--- src/rtl/o1_priority_run_queue_assert.svh ---
// ----------------------------------------------------------------------------
// O(1) run queue assertion macros
// Assertion helpers for the run queue. Every check uses i_clk and i_rst_n.
// ----------------------------------------------------------------------------
`ifndef O1_PRIORITY_RUN_QUEUE_ASSERT_SVH
`define O1_PRIORITY_RUN_QUEUE_ASSERT_SVH
`ifndef SYNTHESIS
`define O1RQ_ASSERT_NOW(lbl, ante, cons) \
    lbl: assert property (@(posedge i_clk) disable iff (!i_rst_n) (ante) |-> (cons)) \
        else $error("o1 run queue check failed");
`define O1RQ_ASSERT_NEXT(lbl, ante, cons) \
    lbl: assert property (@(posedge i_clk) disable iff (!i_rst_n) (ante) |=> (cons)) \
        else $error("o1 run queue check failed");
`else
`define O1RQ_ASSERT_NOW(lbl, ante, cons)
`define O1RQ_ASSERT_NEXT(lbl, ante, cons)
`endif
`endif

--- src/rtl/o1rq_pkg.sv ---
// ----------------------------------------------------------------------------
// O(1) run queue package
// Shared types for the controller and the datapath of the run queue.
// ----------------------------------------------------------------------------
`default_nettype none
package o1rq_pkg;

    localparam logic CMD_INSERT  = 1'b0;
    localparam logic CMD_RESCHED = 1'b1;

    typedef enum logic [7:0] {
        S_IDLE = 8'b0000_0001,
        S_INS1 = 8'b0000_0010,
        S_INS2 = 8'b0000_0100,
        S_RS1  = 8'b0000_1000,
        S_RS2  = 8'b0001_0000,
        S_RS3  = 8'b0010_0000,
        S_RS4  = 8'b0100_0000,
        S_DONE = 8'b1000_0000
    } t_state;

    // One step enable per sequencer state.
    typedef struct packed {
        logic accept;
        logic ins_append;
        logic ins_link;
        logic rs_append;
        logic rs_pick;
        logic rs_take;
        logic rs_head;
        logic load_out;
    } t_cmd;

    typedef struct packed {
        logic in_ins_ok;
        logic in_resched;
        logic pick_none;
        logic out_free;
    } t_stat;

endpackage
`default_nettype wire

--- src/rtl/o1rq_ctrl.sv ---
// ----------------------------------------------------------------------------
// O(1) run queue controller
// Sequences inserts and reschedules through the datapath steps.
// ----------------------------------------------------------------------------
`default_nettype none
module o1rq_ctrl
    import o1rq_pkg::*;
(
    input  wire   i_clk,
    input  wire   i_rst_n,
    input  wire   i_valid,
    output logic  o_ready,
    input  t_stat i_stat,
    output t_cmd  o_cmd
);

    t_state r_state, n_state;

    assign o_ready = (r_state == S_IDLE);

    always_comb begin
        n_state = r_state;
        o_cmd   = '0;
        unique case (r_state)
            S_IDLE: begin
                if (i_valid) begin
                    o_cmd.accept = 1'b1;
                    if (i_stat.in_resched) begin
                        n_state = S_RS1;
                    end else if (i_stat.in_ins_ok) begin
                        n_state = S_INS1;
                    end else begin
                        n_state = S_DONE;
                    end
                end
            end
            S_INS1: begin
                o_cmd.ins_append = 1'b1;
                n_state = S_INS2;
            end
            S_INS2: begin
                o_cmd.ins_link = 1'b1;
                n_state = S_DONE;
            end
            S_RS1: begin
                o_cmd.rs_append = 1'b1;
                n_state = S_RS2;
            end
            S_RS2: begin
                o_cmd.rs_pick = 1'b1;
                n_state = i_stat.pick_none ? S_DONE : S_RS3;
            end
            S_RS3: begin
                o_cmd.rs_take = 1'b1;
                n_state = S_RS4;
            end
            S_RS4: begin
                o_cmd.rs_head = 1'b1;
                n_state = S_DONE;
            end
            S_DONE: begin
                if (i_stat.out_free) begin
                    o_cmd.load_out = 1'b1;
                    n_state = S_IDLE;
                end
            end
            default: begin
                n_state = S_IDLE;
            end
        endcase
    end

    always_ff @(posedge i_clk) begin
        if (!i_rst_n) begin
            r_state <= S_IDLE;
        end else begin
            r_state <= n_state;
        end
    end

endmodule
`default_nettype wire

--- src/rtl/o1rq_dpath.sv ---
// ----------------------------------------------------------------------------
// O(1) run queue datapath
// Thread and level tables, occupancy bitmaps, running state and result word.
// ----------------------------------------------------------------------------
`default_nettype none
module o1rq_dpath
    import o1rq_pkg::*;
#(
    parameter int MAX_THREADS     = 64,
    parameter int PRIORITY_LEVELS = 32
) (
    input  wire        i_clk,
    input  wire        i_rst_n,
    input  wire        i_command,
    input  wire  [5:0] i_thread_id,
    input  wire        i_is_new,
    input  wire  [1:0] i_class_priority,
    input  wire  [1:0] i_thread_priority,
    input  wire        i_slice_used,
    input  wire        i_still_ready,
    input  wire        i_cfg_valid,
    input  wire  [4:0] i_cfg_pen_limit,
    input  wire        i_out_ready,
    output logic       o_out_valid,
    output logic [5:0] o_next_thread,
    output logic       o_next_idle,
    output logic       o_preempt,
    output logic [6:0] o_ready_count,
    input  t_cmd       i_cmd,
    output t_stat      o_stat
);

    localparam int TW = $clog2(MAX_THREADS);
    localparam int PW = $clog2(PRIORITY_LEVELS);
    localparam int SW = PW + 1;
    localparam int SD = 2 ** SW;

    // Tables.
    logic [PW-1:0] m_cur  [MAX_THREADS];
    logic [PW-1:0] m_max  [MAX_THREADS];
    logic [TW-1:0] m_link [MAX_THREADS];
    logic [TW-1:0] m_head [SD];
    logic [TW-1:0] m_tail [SD];

    logic [4:0]                 r_pen;
    logic                       r_act;
    logic [TW-1:0]              r_run;
    logic                       r_idle;
    logic [6:0]                 r_total;
    logic [PRIORITY_LEVELS-1:0] r_occ [2];

    logic [TW-1:0] r_tid;
    logic          r_new;
    logic [PW-1:0] r_p;
    logic          r_slice;
    logic          r_still;
    logic          r_preempt;

    logic [PW-1:0] r_cur_a, r_cur_b, r_max_b;
    logic [TW-1:0] r_tail_rd, r_head_rd, r_link_rd;
    logic [TW-1:0] r_app_t;
    logic          r_link_pend;
    logic [SW-1:0] r_pslot;
    logic          r_same;

    logic          r_out_valid;
    logic [5:0]    r_out_thread;
    logic          r_out_idle;
    logic          r_out_preempt;
    logic [6:0]    r_out_count;

    // Input decode.
    logic [15:0]   w_tid16;
    logic [TW-1:0] w_tid;
    logic [6:0]    w_p7, w_psat;
    logic [PW-1:0] w_p;
    logic [15:0]   w_run16;

    assign w_tid16 = 16'(i_thread_id);
    assign w_tid   = w_tid16[TW-1:0];
    assign w_p7    = 7'd3 + {2'b0, i_class_priority, 3'b0} + {4'b0, i_thread_priority, 1'b0};
    assign w_psat  = (w_p7 > 7'(PRIORITY_LEVELS - 1)) ? 7'(PRIORITY_LEVELS - 1) : w_p7;
    assign w_p     = w_psat[PW-1:0];
    assign w_run16 = 16'(r_run);

    assign o_stat.in_ins_ok  = (i_command == CMD_INSERT) &&
                               (32'(i_thread_id) < 32'(MAX_THREADS));
    assign o_stat.in_resched = (i_command == CMD_RESCHED);
    assign o_stat.out_free   = !r_out_valid || i_out_ready;

    // Bonus or penalty for the running thread.
    logic signed [PW+1:0] w_diff;
    logic [PW-1:0]        w_newcur;

    assign w_diff = $signed({2'b0, r_max_b}) - $signed({2'b0, r_cur_b});

    always_comb begin
        w_newcur = r_cur_b;
        if (!r_slice) begin
            if (r_cur_b < r_max_b) begin
                w_newcur = r_cur_b + 1'b1;
            end
        end else if ((r_cur_b != '0) && (w_diff < $signed((PW + 2)'(r_pen)))) begin
            w_newcur = r_cur_b - 1'b1;
        end
    end

    // Append to a level FIFO, shared by insert and requeue.
    logic          w_app_en;
    logic          w_app_q;
    logic [PW-1:0] w_app_lvl;
    logic [TW-1:0] w_app_t;
    logic [SW-1:0] w_app_slot;
    logic          w_app_occ;
    logic [PW-1:0] w_runcur;

    always_comb begin
        w_app_en  = 1'b0;
        w_app_q   = r_act;
        w_app_lvl = r_new ? r_p : r_cur_a;
        w_app_t   = r_tid;
        if (i_cmd.ins_append) begin
            w_app_en = 1'b1;
        end else if (i_cmd.rs_append) begin
            w_app_en  = !r_idle && r_still;
            w_app_q   = !r_act;
            w_app_lvl = w_newcur;
            w_app_t   = r_run;
        end
    end

    assign w_app_slot = {w_app_q, w_app_lvl};
    assign w_app_occ  = r_occ[w_app_q][w_app_lvl];
    assign w_runcur   = (r_new && (r_tid == r_run)) ? r_p : r_cur_b;

    // Pick: swap when active is empty, then take the highest occupied level.
    logic                       w_pick_q;
    logic [PRIORITY_LEVELS-1:0] w_pick_occ;
    logic [PW-1:0]              w_pick_lvl;
    logic [SW-1:0]              w_pick_slot;

    always_comb begin
        w_pick_q = r_act;
        if (r_occ[r_act] == '0) begin
            w_pick_q = !r_act;
        end
        w_pick_occ = r_occ[w_pick_q];
        w_pick_lvl = '0;
        for (int i = 1; i < PRIORITY_LEVELS; i++) begin
            if (w_pick_occ[i]) begin
                w_pick_lvl = PW'(i);
            end
        end
    end

    assign w_pick_slot      = {w_pick_q, w_pick_lvl};
    assign o_stat.pick_none = (r_occ[0] == '0) && (r_occ[1] == '0);

    // Per-thread tables.
    always_ff @(posedge i_clk) begin
        if (i_cmd.accept) begin
            r_cur_a <= m_cur[w_tid];
            r_cur_b <= m_cur[r_run];
            r_max_b <= m_max[r_run];
        end
        if (i_cmd.accept && o_stat.in_ins_ok && i_is_new) begin
            m_cur[w_tid] <= w_p;
            m_max[w_tid] <= w_p;
        end else if (i_cmd.rs_append && !r_idle) begin
            m_cur[r_run] <= w_newcur;
        end
    end

    always_ff @(posedge i_clk) begin
        if ((i_cmd.ins_link || i_cmd.rs_pick) && r_link_pend) begin
            m_link[r_tail_rd] <= r_app_t;
        end
        if (i_cmd.rs_take) begin
            r_link_rd <= m_link[r_head_rd];
        end
    end

    // Per-level head and tail tables.
    always_ff @(posedge i_clk) begin
        if (w_app_en) begin
            r_tail_rd <= m_tail[w_app_slot];
            m_tail[w_app_slot] <= w_app_t;
        end else if (i_cmd.rs_pick) begin
            r_tail_rd <= m_tail[w_pick_slot];
        end
    end

    always_ff @(posedge i_clk) begin
        if (i_cmd.rs_pick) begin
            r_head_rd <= m_head[w_pick_slot];
        end
        if (w_app_en && !w_app_occ) begin
            m_head[w_app_slot] <= w_app_t;
        end else if (i_cmd.rs_head && !r_same) begin
            m_head[r_pslot] <= r_link_rd;
        end
    end

    // Payload and step registers.
    always_ff @(posedge i_clk) begin
        if (i_cmd.accept) begin
            r_tid   <= w_tid;
            r_new   <= i_is_new;
            r_p     <= w_p;
            r_slice <= i_slice_used;
            r_still <= i_still_ready;
        end
        if (w_app_en) begin
            r_app_t <= w_app_t;
        end
        if (i_cmd.rs_pick) begin
            r_pslot <= w_pick_slot;
        end
        if (i_cmd.rs_take) begin
            r_same <= (r_head_rd == r_tail_rd);
        end
        if (i_cmd.load_out) begin
            r_out_thread  <= r_idle ? 6'd0 : w_run16[5:0];
            r_out_idle    <= r_idle;
            r_out_preempt <= r_preempt;
            r_out_count   <= r_total;
        end
    end

    // Control state.
    always_ff @(posedge i_clk) begin
        if (!i_rst_n) begin
            r_pen       <= 5'd5;
            r_act       <= 1'b0;
            r_run       <= '0;
            r_idle      <= 1'b1;
            r_total     <= '0;
            r_occ[0]    <= '0;
            r_occ[1]    <= '0;
            r_preempt   <= 1'b0;
            r_link_pend <= 1'b0;
            r_out_valid <= 1'b0;
        end else begin
            if (i_cfg_valid) begin
                r_pen <= i_cfg_pen_limit;
            end
            if (i_cmd.accept) begin
                r_preempt   <= 1'b0;
                r_link_pend <= 1'b0;
            end
            if (w_app_en) begin
                r_occ[w_app_q][w_app_lvl] <= 1'b1;
                r_link_pend <= w_app_occ;
            end
            if (i_cmd.ins_append) begin
                r_preempt <= r_idle || (w_app_lvl > w_runcur);
                if (r_total != 7'd127) begin
                    r_total <= r_total + 7'd1;
                end
            end
            if (i_cmd.rs_append && !r_idle && !r_still && (r_total != 7'd0)) begin
                r_total <= r_total - 7'd1;
            end
            if (i_cmd.rs_pick) begin
                if (o_stat.pick_none) begin
                    r_idle <= 1'b1;
                end else begin
                    r_act <= w_pick_q;
                end
            end
            if (i_cmd.rs_take) begin
                r_run  <= r_head_rd;
                r_idle <= 1'b0;
                if (r_head_rd == r_tail_rd) begin
                    r_occ[r_pslot[SW-1]][r_pslot[PW-1:0]] <= 1'b0;
                end
            end
            if (i_cmd.load_out) begin
                r_out_valid <= 1'b1;
            end else if (i_out_ready) begin
                r_out_valid <= 1'b0;
            end
        end
    end

    assign o_out_valid   = r_out_valid;
    assign o_next_thread = r_out_thread;
    assign o_next_idle   = r_out_idle;
    assign o_preempt     = r_out_preempt;
    assign o_ready_count = r_out_count;

endmodule
`default_nettype wire

--- src/rtl/o1_priority_run_queue.sv ---
// A result word is loaded from the done state once the output register is free. An
// insert steps through append and link, an out-of-range insert goes to done at once,
// and a reschedule through append, pick, take and head, or ends at pick if none runs.
// No command is taken before the word is loaded; the table reads are registered.
// Reset is synchronous and active low; it empties both queues, makes the idle
// thread run and sets the penalty limit to 5.
// ----------------------------------------------------------------------------
// O(1) priority run queue
// Single-CPU active/expired run queue with per-level thread FIFOs.
// ----------------------------------------------------------------------------
`default_nettype none
`include "o1_priority_run_queue_assert.svh"
module o1_priority_run_queue
    import o1rq_pkg::*;
#(
    parameter int MAX_THREADS     = 64,
    parameter int PRIORITY_LEVELS = 32
) (
    input  wire        i_clk,
    input  wire        i_rst_n,
    // Command channel.
    input  wire        i_valid,
    output logic       o_ready,
    input  wire        i_command,
    input  wire  [5:0] i_thread_id,
    input  wire        i_is_new,
    input  wire  [1:0] i_class_priority,
    input  wire  [1:0] i_thread_priority,
    input  wire        i_slice_used,
    input  wire        i_still_ready,
    // Configuration channel; the register is only written while the block is idle.
    input  wire        i_cfg_valid,
    output logic       o_cfg_ready,
    input  wire  [4:0] i_cfg_pen_limit,
    // Result channel.
    output logic       o_valid,
    input  wire        i_ready,
    output logic [5:0] o_next_thread,
    output logic       o_next_idle,
    output logic       o_preempt,
    output logic [6:0] o_ready_count
);

    // The controller walks each command through its table steps; the datapath
    // owns every table and the result register, so a finished word can wait
    // for the consumer while the next command is already accepted.
    t_cmd  w_cmd;
    t_stat w_stat;

    // The penalty limit is taken only while no command is being worked on.
    assign o_cfg_ready = o_ready;

    o1rq_ctrl u_ctrl (
        .i_clk   (i_clk),
        .i_rst_n (i_rst_n),
        .i_valid (i_valid),
        .o_ready (o_ready),
        .i_stat  (w_stat),
        .o_cmd   (w_cmd)
    );

    o1rq_dpath #(
        .MAX_THREADS     (MAX_THREADS),
        .PRIORITY_LEVELS (PRIORITY_LEVELS)
    ) u_dpath (
        .i_clk             (i_clk),
        .i_rst_n           (i_rst_n),
        .i_command         (i_command),
        .i_thread_id       (i_thread_id),
        .i_is_new          (i_is_new),
        .i_class_priority  (i_class_priority),
        .i_thread_priority (i_thread_priority),
        .i_slice_used      (i_slice_used),
        .i_still_ready     (i_still_ready),
        .i_cfg_valid       (i_cfg_valid && o_cfg_ready),
        .i_cfg_pen_limit   (i_cfg_pen_limit),
        .i_out_ready       (i_ready),
        .o_out_valid       (o_valid),
        .o_next_thread     (o_next_thread),
        .o_next_idle       (o_next_idle),
        .o_preempt         (o_preempt),
        .o_ready_count     (o_ready_count),
        .i_cmd             (w_cmd),
        .o_stat            (w_stat)
    );

    // After a command is taken the controller is busy with it.
    `O1RQ_ASSERT_NEXT(a_busy_after_accept, i_valid && o_ready, !o_ready)
    // A result is only loaded while the controller is busy.
    `O1RQ_ASSERT_NOW(a_load_when_busy, w_cmd.load_out, !o_ready)
    // An idle result never names a thread.
    `O1RQ_ASSERT_NOW(a_idle_thread_zero, o_valid && o_next_idle, o_next_thread == 6'd0)

endmodule
`default_nettype wire
--- config.mk ---
export PLATFORM = sky130hd
export DESIGN_NAME = o1_priority_run_queue
export DESIGN_NICKNAME = d
export VERILOG_FILES = /design/src/rtl/o1rq_pkg.sv /design/src/rtl/o1rq_ctrl.sv /design/src/rtl/o1rq_dpath.sv /design/src/rtl/o1_priority_run_queue.sv
export VERILOG_INCLUDE_DIRS = /design/src /design/src/rtl
export SDC_FILE = /design/constraint.sdc
export NUM_CORES = 2
export LEC_CHECK = 0
export BUFFER_PORTS_ARGS = -buffer_cell sky130_fd_sc_hd__buf_2
export CAP_MARGIN = 20
export CORE_AREA = 2 2 436 438
export CTS_BUF_LIST = sky130_fd_sc_hd__clkbuf_4 sky130_fd_sc_hd__clkbuf_8
export DETAILED_ROUTE_END_ITERATION = 7
export DIE_AREA = 0 0 438 440
export PLACE_DENSITY = 0.67
export REMOVE_ABC_BUFFERS = 1
export SYNTH_ARGS = -nofsm -noshare
export SYNTH_HDL_FRONTEND = slang
export SYNTH_SLANG_ARGS = --single-unit
export TNS_END_PERCENT = 20
--- constraint.sdc ---
create_clock -name i_clk -period 27.5 [get_ports i_clk]
set_clock_uncertainty 0.2 [all_clocks]
set_input_delay 6.875 -clock i_clk [delete_from_list [all_inputs] [get_ports i_clk]]
set_output_delay 6.875 -clock i_clk [all_outputs]
set_load 0.1 [all_outputs]
==> results.md <==
- Synth top area cells: edfxtp_1, mux4_2, nand2_1
- Fin. max-slew vios: 0
- Peak VDD IR: roughly 0.051 mV
- Register bit total from synthesis: 1897
- Max clock buf depth: 4
- Via density: ~6.3
- CP max FO: 11
- Critical path endpoint category: primary output
- Max Cap Violations: 0
- Clock slew at reported path FFs: ~0.06 ns
- Worst hold path class: flop to flop
- Rel. slew slack: about 16%
- EDFF count, synth: about 1900
- Layout cells sized above 1: 17.1%
- Area Growth Syn to Fin: 10.6%
- Mean post-synth cell area: 14.0 um2
- 1st-iter DRT viols: approximately 8000
- CTS H-tree lvls: 5
- Failing checks: design-rule violations
- Most frequent cell after synthesis: edfxtp_1
- Gr ovfl total: 0
- # hold bufs at CTS: 0
- Synth warnings: 0
- Via count: ~56000
- Final ANT Viol Nets: 0
- Number of I/O pins: 42
- IO Port Bufs: between 40 and 50
- Initial cell density of the core: 44.6%
- Final GP Congestion: approximately 0.96
- Die X: ~440 um
- Final-report hold violation count: 0
- First-pass iteration count of the detailed router: 8
- Sink Count: approximately 1900
- Drc violations: 4
- Dpl hpwl: approximately 150000 um
- Fin crit period: around 11 ns
- Die area: 193000 um2
- Worst slew pin tran: 1.24 ns
- Nets@finish: 6148
- Lkg Pwr: roughly 30 nW
- Finish-stage setup viols: 0
- Postcts setup bufs: 0
- RSZ-0062 raised after global routing: false
- DIE HEIGHT: between 400 and 500 um
- Worst-Skew Late Latency: 1.07 ns
- Post-CTS resize count: 0
- Top post-synthesis cells by count: edfxtp_1, nand2_1, nor2_1, mux4_2, clkbuf_1
- Mapped Cells: between 6000 and 7000
- Crit share post-route: approximately two fifths
- Wire per inst: ~28 um
- Yosys cell types: 99
- Fmax: 0.0949 GHz
- CP Data Required Time: just over 20 ns
- Vias in the first global route: between 50000 and 60000
- Setup_tns: 0 ns
- Cell accounting for the most synthesized area: edfxtp_1
- Critical Path, Cell by Cell: nor2_1 -> nand2_1 -> or3_1 -> nor3b_2 -> buf_2
- Pin count of the biggest net entering global routing: between 150 and 200
- Startpoint Class: flop
- Core Area: around 190000 um2
- Power density over the cells: roughly 66 nW/um2
- Initial antenna violation count: 9
- Total CTS buffers: about 330
- CTS root buffer: clkbuf_8
- Status: complete, but fails checks
- CP max stage delay: 0.85 ns
- Post-synth ARST share: 0%
- Final wirelength: about 240000 um
- Primary FF master, synth: edfxtp_1
- Sequential share of the synthesized area: ~67%
- First-pass GRT wire length: between 300000 and 400000 um
- GR Util All Layers: roughly a quarter
- Reg2reg setup slack: slightly below 20 ns
- CTS tree: done
- Synth top area share: about two thirds
- WHS: 0.277 ns
- Slowest CP cell: nor3b_2
- Syn Std Cell Area: ~84000 um2
- FP Rows: between 150 and 200
- Critical path arrival: about 3.5 ns
- WS Path Type: flop to primary output
layout make-up:
type / instances / area, um2
diodes: 4 / 10.0
clock buffers: 430 / 5320
clock inverters: 128 / 774
fillers: 15900 / 95600
inverters: 55 / 229
multi-input cells: 3666 / 25600
flip-flops and latches: 1897 / 56700
well taps: 2511 / 3140
repair buffers: 153 / 1190
metal layers:
layer	GRT usage (%)	share of wire (%)
met5	0	0.0066
met2	38.0	46
met4	14.8	6.7
met1	31.9	37
met3	5.65	11
power breakdown:
group,switching (mW),internal [mW]
registers,0.0116,3.20
logic,0.353,0.116
clock network,1.13,1.33
total,1.49,4.64
flip-flops by register name, summed over array words and instances (netlist names), 7 cells and up, named ones only:
signal	count
u_dpath.m_max	256
u_dpath.m_link	384
u_dpath.m_tail	384
u_dpath.r_occ	64
u_dpath.r_total	7
u_dpath.m_cur	320
u_ctrl.r_state	8
u_dpath.o_ready_count	7
u_dpath.m_head	384
cells in the final DEF (no fill, tap or decap), types with 13 or more instances in the layout:
master    instances
edfxtp_1       1865
nand2_1        1071
nor2_1          561
clkbuf_8        335
mux4_2          315
a22oi_1         166
nand3_1         157
a21oi_1         141
and3_1          141
a31oi_1         130
o21ai_0         128
mux2i_1         127
buf_4           100
clkbuf_4         95
clkinv_1         82
nor3_1           53
a311oi_1         53
mux2_2           50
inv_1            45
nor4_1           42
buf_2            42
a41oi_1          39
o211ai_1         33
a211oi_1         30
o22ai_1          28
dfxtp_1          28
clkinv_2         26
o21ai_1          23
ha_1             23
nand2b_1         21
nand4_1          20
o221ai_1         19
nor2b_1          18
or3_1            15
or4_1            13
a21o_1           13
through the flow:
stage               cell area, um2  utilization [%]  instances  power [mW]  worst slack, ns
global placement             86800             46.0       8276        3.71            16.59
detailed placement           86800             46.0       8280        3.72            16.48
floorplan                    82300                -       5618        3.54            13.83
CTS                          92900             49.3       8838        6.14            17.03
global route                 93000             49.3       8844        6.31            16.97
finish                       93000             49.3       8844        6.14            16.96
critical path, delay by kind of cell (launching register included):
family | cells | cell delay, ns
buf+inv | 1 | 0.58
flops | 1 | 0.34
simple gates | 4 | 1.46
worst paths after layout:
check                startpoint                     to  cells after the start
max           u_ctrl.r_state[2]            o_cfg_ready                      5
max reg2reg  u_dpath.r_cur_b[2]  u_dpath.m_head[62][2]                     21
min reg2reg    u_dpath.r_pen[1]       u_dpath.r_pen[1]                      2
min            u_dpath.r_pen[1]       u_dpath.r_pen[1]                      2
kinds of logic after synthesis:
| logic type | after synthesis | share of synthesized area [%] |
|---|---|---|
| compound gates | 932 | 7.62 |
| mux | 500 | 10.8 |
| fa+ha+maj | 24 | 0.366 |
| flops | 1897 | 67.4 |
| buf+inv | 443 | 2.37 |
| simple gates | 2187 | 11.3 |
| xor+xnor | 23 | 0.240 |
Power figures use the tool's default switching activity.
